<file path="src/rtl/qrs_sqrt_cell.sv">
// One cell of the square root chain: resolves one root bit per word.
`timescale 1ns / 1ps
module qrs_sqrt_cell #(
  parameter int S_W    = 33,
  parameter int SIDE_W = 1
) (
  input  logic              clk,
  input  logic              rst_n,
  input  logic              en,
  input  logic              v_i,
  input  logic [2*S_W-1:0]  rad_i,
  input  logic [S_W+1:0]    rem_i,
  input  logic [S_W-1:0]    root_i,
  input  logic [SIDE_W-1:0] side_i,
  output logic              v_o,
  output logic [2*S_W-1:0]  rad_o,
  output logic [S_W+1:0]    rem_o,
  output logic [S_W-1:0]    root_o,
  output logic [SIDE_W-1:0] side_o
);

  logic [S_W+1:0]    rem_sh;
  logic [S_W+1:0]    trial;
  logic [S_W+2:0]    diff;
  logic              ge;
  logic [S_W+1:0]    rem_nxt;
  logic [S_W-1:0]    root_nxt;
  logic [2*S_W-1:0]  rad_nxt;
  logic              v_r;
  logic [2*S_W-1:0]  rad_r;
  logic [S_W+1:0]    rem_r;
  logic [S_W-1:0]    root_r;
  logic [SIDE_W-1:0] side_r;

  // Bring down the next radicand bit pair and try 4*root+1 against it.
  assign rem_sh   = {rem_i[S_W-1:0], rad_i[2*S_W-1 -: 2]};
  assign trial    = {root_i, 2'b01};
  assign diff     = {1'b0, rem_sh} - {1'b0, trial};
  assign ge       = ~diff[S_W+2];
  assign rem_nxt  = ge ? diff[S_W+1:0] : rem_sh;
  assign root_nxt = {root_i[S_W-2:0], ge};
  assign rad_nxt  = {rad_i[2*S_W-3:0], 2'b00};

  always_ff @(posedge clk) begin
    if (!rst_n) begin
      v_r <= 1'b0;
    end else if (en) begin
      v_r <= v_i;
    end
  end

  always_ff @(posedge clk) begin
    if (en) begin
      rad_r  <= rad_nxt;
      rem_r  <= rem_nxt;
      root_r <= root_nxt;
      side_r <= side_i;
    end
  end

  assign v_o    = v_r;
  assign rad_o  = rad_r;
  assign rem_o  = rem_r;
  assign root_o = root_r;
  assign side_o = side_r;

endmodule

</file>
<file path="config.mk">
export PLATFORM = sky130hd
export DESIGN_NAME = qrs_sqrt_cell
export DESIGN_NICKNAME = d
export VERILOG_FILES = /design/src/rtl/qrs_sqrt_cell.sv
export SDC_FILE = /design/constraint.sdc
export NUM_CORES = 1
export LEC_CHECK = 0
export ABC_AREA = 1
export CAP_MARGIN = 20
export CORE_UTILIZATION = 50
export DETAILED_ROUTE_END_ITERATION = 12
export DONT_BUFFER_PORTS = 1
export SLEW_MARGIN = 20
export SYNTH_ARGS = -nofsm -noshare
export SYNTH_HDL_FRONTEND = slang
export SYNTH_SLANG_ARGS = --single-unit
</file>
<file path="constraint.sdc">
create_clock -name clk -period 2.7 [get_ports clk]
set_input_delay 0.405 -clock clk [delete_from_list [all_inputs] [get_ports clk]]
set_output_delay 0.405 -clock clk [all_outputs]
set_load 0.05 [all_outputs]
</file>
==> results.ini <==
[sta]
worst_slack_ps=723.6
rsz0062_at_grt=false
maxSlewHeadroom_pct=65.01
min_period_ps=1976
min_period_over_period_pct=73.20
tns_ps=0
hold_viol_final=0
finalSetupViolCount=0
worst_pin_slew_ps=524.1
max_freq_mhz=506.0
clock_skew_ps=0
drv_slew=0

[routing]
postRouteAntennaNets=0
wl_um=17500
drc=0
num_vias=5125
avgViaCountPerCell=5.203
routedWlPerCell_um=17.77
drt_first_pass_iters=5
drt_iter0_drc=249

[cells_and_area]
fin_nets=966
antennaDiodeCount=0
drive_gt1_share_pct=7.950
fin_util_pct=57.00
fin_area_um2=7943
areaGrowthSynthToFinish_pct=11.00
fillers=1243

[synthesis]
synth_cells=776
ys_seq_elements=134
synth_area_um2=7156
syn_avg_cell_area_um2=9.221
post_synth_num_cell_types=31
ys_warn_count=0
yosysSeqAreaShare_pct=56.09

[floorplan]
placeableCoreArea_um2=13930
initial_core_util_pct=51.35
num_rows=43
fp.dieArea_um2=14790
die_h_um=121.6
io-pin-count=275
die_w_um=121.6

[clock_network]
clk_path_buf_depth=2
path_clk_slew_ps=60
h-tree-depth=4
cts_resized=0
hold_buffers=0
cts_inserted_buffers=17
cts_sinks=134
cts_tree=yes
clock_latency_ps=410
post_cts_buffers=0
root_buffer=clkbuf_16

[worst_setup_path]
worstSetupPathType=input pin to flop
cpPeakStageDelay_ps=340
crit_fanout=14
cp.required_ps=2870
critPathCaptureType=flop
critical_path.cell_chain=inv_1, ha_1, nand2_2, inv_1, nand2_1, nand3_1, a21oi_1, nand3_2, nand2_1, nand2_2, buf_4, nand3_1, nand2_1
crit_path_top_delay_cell=ha_1
worst_setup_path_start_kind=input pin
cp_common_cell=nand2_1
cp.arrival_ps=2140

[grt]
grt_max_degree=136
grt_pass1_wl_um=25840
track_usage_pct=23.67
antenna_found_initial=0
grt_pass1_vias=4895
grt-ovfl-total=0

[placement]
gp_congestion=0.8540
pre_cts_slack_ps=285.3
dp.final_hpwl_um=13790
port_buffers=0
placed_cell_area_um2=7341

[pwr]
leakage_nw=3.676
vdd_drop_max_mv=0.3904
clkPwrFrac_pct=36.7
sw_frac_of_total_pct=33.76
p_per_area_nw_per_um2=810.5
p_int_mw=4.264
power_switching_mw=2.174
p_total_mw=6.437
p_seq_share_pct=51.7
comb_power_share_pct=11.6

[hold_path]
hp-class=input pin to flop

[job]
drv_cap=0

[outcome]
status=finished, final reports clean

-- metal layers --
layer  vias up  GRT usage [%]  wire (um)
li1       2542              -          -
met1      2364          28.77       7453
met2       203          40.34       8714
met3        16          6.695       1112
met4         0          7.793        222
met5         -              0          0
-- path summary, 6_finish.rpt --
path / start / to / slack [ps] / cells after the start
setup reg to reg: v_o / v_o / 1640 / 2
setup / recovery: root_i[16] / rem_o[25] / 720 / 13
hold reg to reg: v_o / v_o / 850 / 2
hold / removal: root_i[31] / root_o[32] / 70 / 0
-- state kept, by name, summed over array words and instances, names as in the netlist --
register  flops
rad_o        64
rem_o        35
root_o       33
side_o        1
v_o           1
-- area by class of cell --
type,count,area (um2),area share [%]
timing repair buffer,6,45.04,0.5671
clock buffer,17,425.4,5.356
clock inverter,14,176.4,2.221
tap,180,225.2,2.836
multi-input combinational,504,2569,32.34
inverter,130,488.0,6.144
sequential,134,4014,50.54
-- worst max-delay path, delay by kind of cell --
family                     cells  cell delay (ps)
and+or+nand+nor                8              870
buffers and inverters          3              280
AOI/OAI and AO/OA              1              240
adders and majority gates      1              340
-- cells in the final DEF, fill, tap and decap left out, types with 2 or more instances in the layout --
master | netlist | routed
nand2_1 | 266 | 266
edfxtp_1 | 133 | 133
inv_1 | 127 | 127
nor2_1 | 57 | 57
ha_1 | 34 | 34
nand3_1 | 32 | 32
a21oi_1 | 31 | 31
clkbuf_16 | 0 | 17
xor2_1 | 16 | 16
o21ai_0 | 14 | 14
nand3_2 | 11 | 11
nor3_1 | 7 | 7
buf_4 | 4 | 6
nand2_2 | 5 | 5
nand4_1 | 5 | 5
o21bai_1 | 4 | 4
clkinv_4 | 0 | 4
inv_2 | 3 | 3
o21ai_1 | 3 | 3
nand3b_1 | 3 | 3
xnor2_1 | 3 | 3
bufinv_16 | 0 | 3
clkinv_2 | 0 | 3
nor2_2 | 2 | 2
a21oi_2 | 2 | 2
nor2_4 | 2 | 2
a21o_1 | 2 | 2
conb_1 | 1 | 2
inv_6 | 0 | 2
-- power groups by stage --
stage	Clock (mW)	Sequential (mW)	Combinational, mW
floorplan	0	3.33	0.593
global placement	0	3.37	0.745
detailed placement	0	3.37	0.751
CTS	2.39	3.33	0.754
global route	2.48	3.34	0.859
finish	2.36	3.33	0.748
-- cell families after synthesis --
| logic type | count (synthesis) | synth area share (%) |
|---|---|---|
| XOR/XNOR | 19 | 2.326 |
| other | 1 | 0.05241 |
| AO/OA/AOI/OAI | 57 | 4.336 |
| flip-flops | 134 | 56.09 |
| adder cells (fa/ha/maj) | 34 | 5.945 |
| buffers and inverters | 139 | 8.061 |
| AND/OR/NAND/NOR | 392 | 23.19 |
-- synth_stat cells --
| cell | n | share of area (%) |
|---|---|---|
| a21o_1 | 2 | 0.21 |
| a21oi_1 | 31 | 2.2 |
| a21oi_2 | 2 | 0.24 |
| and2_4 | 1 | 0.12 |
| buf_12 | 1 | 0.28 |
| buf_2 | 1 | 0.070 |
| buf_4 | 4 | 0.42 |
| buf_6 | 3 | 0.47 |
| conb_1 | 1 | 0.052 |
| dfxtp_1 | 1 | 0.28 |
| edfxtp_1 | 133 | 56 |
| ha_1 | 34 | 5.9 |
| inv_1 | 127 | 6.7 |
| inv_2 | 3 | 0.16 |
| nand2_1 | 266 | 14 |
| nand2_2 | 5 | 0.44 |
| nand3_1 | 32 | 2.2 |
| nand3_2 | 11 | 1.5 |
| nand3b_1 | 3 | 0.31 |
| nand4_1 | 5 | 0.44 |
| nand4_2 | 1 | 0.17 |
| nor2_1 | 57 | 3.0 |
| nor2_2 | 2 | 0.17 |
| nor2_4 | 2 | 0.31 |
| nor3_1 | 7 | 0.49 |
| o211ai_1 | 1 | 0.10 |
| o21ai_0 | 14 | 0.98 |
| o21ai_1 | 3 | 0.21 |
| o21bai_1 | 4 | 0.42 |
| xnor2_1 | 3 | 0.37 |
| xor2_1 | 16 | 2.0 |
-- stage by stage --
stage,hold WS (ps),instances
floorplan,498.5,777
CTS,58.28,985
detailed placement,503.9,954
global placement,503.9,954
global route,55.72,985
finish,74.00,985
(Power assumes the default switching activity.)
