File: config.mk
export PLATFORM = sky130hd
export DESIGN_NAME = qrs_div_cell
export DESIGN_NICKNAME = d
export VERILOG_FILES = /design/src/rtl/qrs_div_cell.sv
export SDC_FILE = /design/constraint.sdc
export NUM_CORES = 1
export LEC_CHECK = 0
export ABC_AREA = 1
export BUFFER_PORTS_ARGS = -buffer_cell sky130_fd_sc_hd__buf_2
export CAP_MARGIN = 20
export CORE_AREA = 2 2 150 152
export DETAILED_ROUTE_END_ITERATION = 8
export DIE_AREA = 0 0 152 154
export GPL_TIMING_DRIVEN = 1
export PLACE_DENSITY = 0.68
export SETUP_SLACK_MARGIN = 0.15
export SLEW_MARGIN = 5
export SYNTH_ARGS = -nofsm -noshare
export SYNTH_HDL_FRONTEND = slang
export SYNTH_SLANG_ARGS = --single-unit
File: constraint.sdc
create_clock -name clk -period 2.05 [get_ports clk]
set_input_delay 0.3075 -clock clk [delete_from_list [all_inputs] [get_ports clk]]
set_output_delay 0.3075 -clock clk [all_outputs]
set_load 0.02 [all_outputs]
File: src/rtl/qrs_div_cell.sv
// One cell of the divider chain: one quotient bit for each of the two roots.
`timescale 1ns / 1ps
module qrs_div_cell #(
  parameter int NUM_W  = 34,
  parameter int DEN_W  = 17,
  parameter int SIDE_W = 1
) (
  input  logic                  clk,
  input  logic                  rst_n,
  input  logic                  en,
  input  logic                  v_i,
  input  logic [1:0][NUM_W-1:0] num_i,
  input  logic [1:0][DEN_W-1:0] rem_i,
  input  logic [1:0][NUM_W-1:0] quo_i,
  input  logic [DEN_W-1:0]      den_i,
  input  logic [SIDE_W-1:0]     side_i,
  output logic                  v_o,
  output logic [1:0][NUM_W-1:0] num_o,
  output logic [1:0][DEN_W-1:0] rem_o,
  output logic [1:0][NUM_W-1:0] quo_o,
  output logic [DEN_W-1:0]      den_o,
  output logic [SIDE_W-1:0]     side_o
);

  logic [1:0][DEN_W:0]   rem_sh;
  logic [1:0][DEN_W+1:0] diff;
  logic [1:0]            ge;
  logic [1:0][NUM_W-1:0] num_nxt;
  logic [1:0][DEN_W-1:0] rem_nxt;
  logic [1:0][NUM_W-1:0] quo_nxt;
  logic                  v_r;
  logic [1:0][NUM_W-1:0] num_r;
  logic [1:0][DEN_W-1:0] rem_r;
  logic [1:0][NUM_W-1:0] quo_r;
  logic [DEN_W-1:0]      den_r;
  logic [SIDE_W-1:0]     side_r;

  // Restoring division step, the two lanes share the divisor.
  always_comb begin
    for (int i = 0; i < 2; i++) begin
      rem_sh[i]  = {rem_i[i], num_i[i][NUM_W-1]};
      diff[i]    = {1'b0, rem_sh[i]} - {2'b00, den_i};
      ge[i]      = ~diff[i][DEN_W+1];
      rem_nxt[i] = ge[i] ? diff[i][DEN_W-1:0] : rem_sh[i][DEN_W-1:0];
      quo_nxt[i] = {quo_i[i][NUM_W-2:0], ge[i]};
      num_nxt[i] = {num_i[i][NUM_W-2:0], 1'b0};
    end
  end

  always_ff @(posedge clk) begin
    if (!rst_n) begin
      v_r <= 1'b0;
    end else if (en) begin
      v_r <= v_i;
    end
  end

  always_ff @(posedge clk) begin
    if (en) begin
      num_r  <= num_nxt;
      rem_r  <= rem_nxt;
      quo_r  <= quo_nxt;
      den_r  <= den_i;
      side_r <= side_i;
    end
  end

  assign v_o    = v_r;
  assign num_o  = num_r;
  assign rem_o  = rem_r;
  assign quo_o  = quo_r;
  assign den_o  = den_r;
  assign side_o = side_r;

endmodule

==> Flow_metrics.wiki <==
{| class="wikitable"
! Metric !! Value
|-
| Status || finished clean
|-
| Number of top-level design ports || 381
|-
| Dominant cell by count in the synthesized netlist || sky130_fd_sc_hd__nand2_1
|-
| Tmin final || 1.67 ns
|-
| Number of antenna violations at the first check in global routing || 6
|-
| Sequential area share after synthesis || 66.6%
|-
| # nets final || 1372
|-
| Count of warnings emitted by yosys || 0
|-
| Max stage delay cell, worst path || sky130_fd_sc_hd__fa_1
|-
| Post-synth top area cell || sky130_fd_sc_hd__edfxtp_1
|-
| Data required, critical path || 2.23 ns
|-
| First-pass GRT wire length || 35800 um
|-
| Number of design rule violations left after detail routing || 0
|-
| Number of setup buffers added after CTS || 0
|-
| Worst path max stage delay || 0.43 ns
|-
| WL per Instance || approximately 16 um
|-
| # H-tree levels || 4
|-
| Total clock sinks || 187
|-
| Number of placement rows || 54
|-
| Relative area change from synthesis to final layout || 35.8%
|-
| Non-filler instance count after layout || 1441
|-
| Leftover overflow at the end of global routing || 0
|-
| Share of flip-flops with an asynchronous set or reset after synthesis || 0%
|-
| Number of flops mapped to enable cells by yosys || 186
|-
| CTS buffer count || 17
|-
| Clock tree from TritonCTS || built
|-
| Mean Syn Cell Area || 11.4 sq um
|-
| Type of destination of the critical path || register
|-
| Routability congestion estimate || 0.897
|-
| DPL Wire Length || 18800 um
|-
| Number of inserted filler cells in the final layout || between 1500 and 2000
|-
| Number of gates resized after CTS || 0
|-
| Worst hold path stage count || 1
|-
| Mapped Cells || 736
|-
| Mean number of vias per cell || roughly 4.6
|-
| Cells taking the most area after synthesis || sky130_fd_sc_hd__edfxtp_1, sky130_fd_sc_hd__nand2_1, sky130_fd_sc_hd__ha_1, sky130_fd_sc_hd__inv_1, sky130_fd_sc_hd__nand3_1
|-
| Buffers from clock root to sink, at most || 2
|-
| Delay-heaviest family, CP || simple AND/OR/NAND/NOR gates
|-
| Final hold violation count || 0
|-
| Hold buffers post-CTS || 0
|-
| Number of global-route vias before repair || 6571
|-
| Die area || 23400 sq um
|-
| Core Area || 21700 sq um
|-
| Top_reg_cell synth || sky130_fd_sc_hd__edfxtp_1
|-
| RR Endpoint || v_o
|-
| Slack of the worst reg-to-reg path || 1.42 ns
|-
| Via count || between 6000 and 7000
|-
| Total of buffers placed on input and output ports || ~380
|-
| Final wirelength || approximately 23000 um
|-
| Critical path peak fanout || 3
|-
| Maximum ir drop on the vdd rail || between 0.5 and 0.6 mV
|-
| Reg2reg start || v_o
|-
| Antenna Violating Nets Remaining || 0
|-
| Data arrival time of the critical path || 1.85 ns
|-
| Vertical die dimension || 154 um
|-
| Multi-input combinational cell area || 2350 sq um
|-
| Number of detailed-routing iterations run before antenna repair || 4
|-
| Final clock period utilization by the worst path || 81.6%
|-
| Max-cap violation count || 0
|-
| LEAKAGE || 5.58 nW
|-
| Source of the worst hold timing path || quo_i[36]
|-
| Final total negative setup slack || 0 ns
|-
| Final setup violation count || 0
|-
| Distinct cell type count after synthesis || 29
|-
| Root buffer cell || sky130_fd_sc_hd__clkbuf_16
|-
| Fraction of layout cells with a size suffix above 1 || 40.0%
|-
| Element type at the critical path start || input pin
|-
| Worst-case hold path end point || quo_o[37]
|-
| Count of state elements after synthesis || approximately 190
|-
| HP Class || input pin to register
|-
| Die span in x || 152 um
|-
| Overall track demand over capacity in global routing || 19.6%
|-
| Highest clock rate || ~600 MHz
|-
| Pin count of the biggest net entering global routing || 42
|-
| Post-synth design cell area || 8420 sq um
|-
| Sequential Area || 5610 sq um
|-
| Cell with the most instances on the worst path || sky130_fd_sc_hd__nand2_1
|-
| Worst clock skew || 0 ns
|-
| Total power density per cell area || 875 nW/um^2
|-
| Most frequent cells after synthesis || sky130_fd_sc_hd__nand2_1, sky130_fd_sc_hd__edfxtp_1, sky130_fd_sc_hd__inv_1, sky130_fd_sc_hd__nand3_1, sky130_fd_sc_hd__ha_1
|-
| Total count of max-transition violations in the final report || 0
|-
| Top-area cell type share of the netlist area || 66.3%
|-
| Cell count after placement || 1405
|-
| Worst-skew pair later-pin latency || 0.42 ns
|-
| CP cell instances || buf_2 -> inv_1 -> ha_1 -> inv_1 -> fa_1 -> nand2_1 -> nand2_1 -> nand3_1 -> nand2_1 -> nand2_1 -> nand3b_1 -> nand3_1 -> nand2_1
|-
| Buffering stage count on the worst path with inverters included || 3
|-
| Unrepaired setup endpoints after global routing || no
|-
| Clock-pin slew on the worst setup and hold paths || about 0.08 ns
|-
| Depth of the most critical reg-to-reg path || 2
|-
| Crit Path Class || input pin to register
|-
| Iter 0 DRT Violations || 256
|-
| Starting density of the core || 38.8%
|}
## layout make-up
type	instances	area share, %
well taps	280	3.06
repair buffers	396	18.5
clock inverters	15	1.60
flip-flops and latches	187	49.0
multi-input cells	437	20.5
inverters	105	3.45
diodes	4	0.0876
clock buffers	17	3.72
## per-layer routing
metal  part of all wire (%)  vias up  GRT usage [%]
met4                    1.9        2           5.83
li1                       -     3276              -
met2                     53      257           36.0
met5                  0.055        -              0
met1                     38     3081           22.4
met3                    7.0       28           5.16
## sequential cells by signal, summed over array words and instances (netlist names)
signal and cells:
den_o 17, v_o 1, rem_o 34, quo_o 68, side_o 1, num_o 66
## per-stage QoR
step           power [mW]  worst slack, ns  utilization, %  hold WS (ns)  instance area, sq um
3_5_place_dp         6.76          -0.0412            49.9         0.486                 10800
3_3_place_gp         6.72          -0.0200            49.9         0.484                 10800
2_1_floorplan        5.93            0.234               -         0.401                  8420
6_report             10.0            0.378            52.7        0.0463                 11400
5_1_grt              10.5            0.223            52.7        0.0254                 11400
4_1_cts              10.1            0.417            52.7        0.0260                 11400
## layout by cell type (no fill, tap or decap), types with 3 or more instances in the layout
master,n
sky130_fd_sc_hd__edfxtp_1,186
sky130_fd_sc_hd__clkbuf_16,17
sky130_fd_sc_hd__nand3_2,8
sky130_fd_sc_hd__nand3_1,57
sky130_fd_sc_hd__nor3_1,5
sky130_fd_sc_hd__buf_4,14
sky130_fd_sc_hd__inv_1,97
sky130_fd_sc_hd__nand2_1,233
sky130_fd_sc_hd__inv_6,3
sky130_fd_sc_hd__clkinv_8,4
sky130_fd_sc_hd__o21ai_0,3
sky130_fd_sc_hd__and2_1,3
sky130_fd_sc_hd__nor2_2,4
sky130_fd_sc_hd__nor2_1,24
sky130_fd_sc_hd__a21oi_1,18
sky130_fd_sc_hd__or2_2,5
sky130_fd_sc_hd__ha_1,34
sky130_fd_sc_hd__diode_2,4
sky130_fd_sc_hd__nand3b_1,12
sky130_fd_sc_hd__inv_2,8
sky130_fd_sc_hd__nand4_1,3
sky130_fd_sc_hd__xor2_1,9
sky130_fd_sc_hd__buf_12,6
sky130_fd_sc_hd__xnor2_1,3
sky130_fd_sc_hd__buf_2,375
sky130_fd_sc_hd__inv_8,4
## report_power, final
| part | switching (mW) | internal, mW | total, mW |
|---|---|---|---|
| clock network | 1.67 | 1.67 | 3.34 |
| registers | 0.0798 | 4.61 | 4.69 |
| logic | 1.29 | 0.686 | 1.97 |
## cells by family (layout without fill, tap and decap cells)
| family | Yosys count | in the layout | share of synthesized area, % |
|---|---|---|---|
| simple gates | 362 | 362 | 19.4 |
| buf+inv | 113 | 533 | 5.57 |
| flops | 187 | 187 | 66.6 |
| other cells | 1 | 6 | 0.0445 |
| fa+ha+maj | 36 | 36 | 5.53 |
| compound gates | 25 | 25 | 1.58 |
| xor+xnor | 12 | 12 | 1.25 |
## worst max path at each step
| stage | from | end | slack, ns | cells past startpoint |
|---|---|---|---|---|
| after global placement | num_i[33] | rem_o[12] | -0.02 | 13 |
| after global routing | num_i[33] | rem_o[12] | 0.22 | 13 |
| final | num_i[33] | rem_o[12] | 0.38 | 13 |
| after floorplan | num_i[67] | rem_o[18] | 0.23 | 11 |
| after CTS | num_i[33] | rem_o[12] | 0.42 | 13 |
| after detailed placement | num_i[67] | rem_o[29] | -0.04 | 13 |
(Power assumes the default switching activity.)
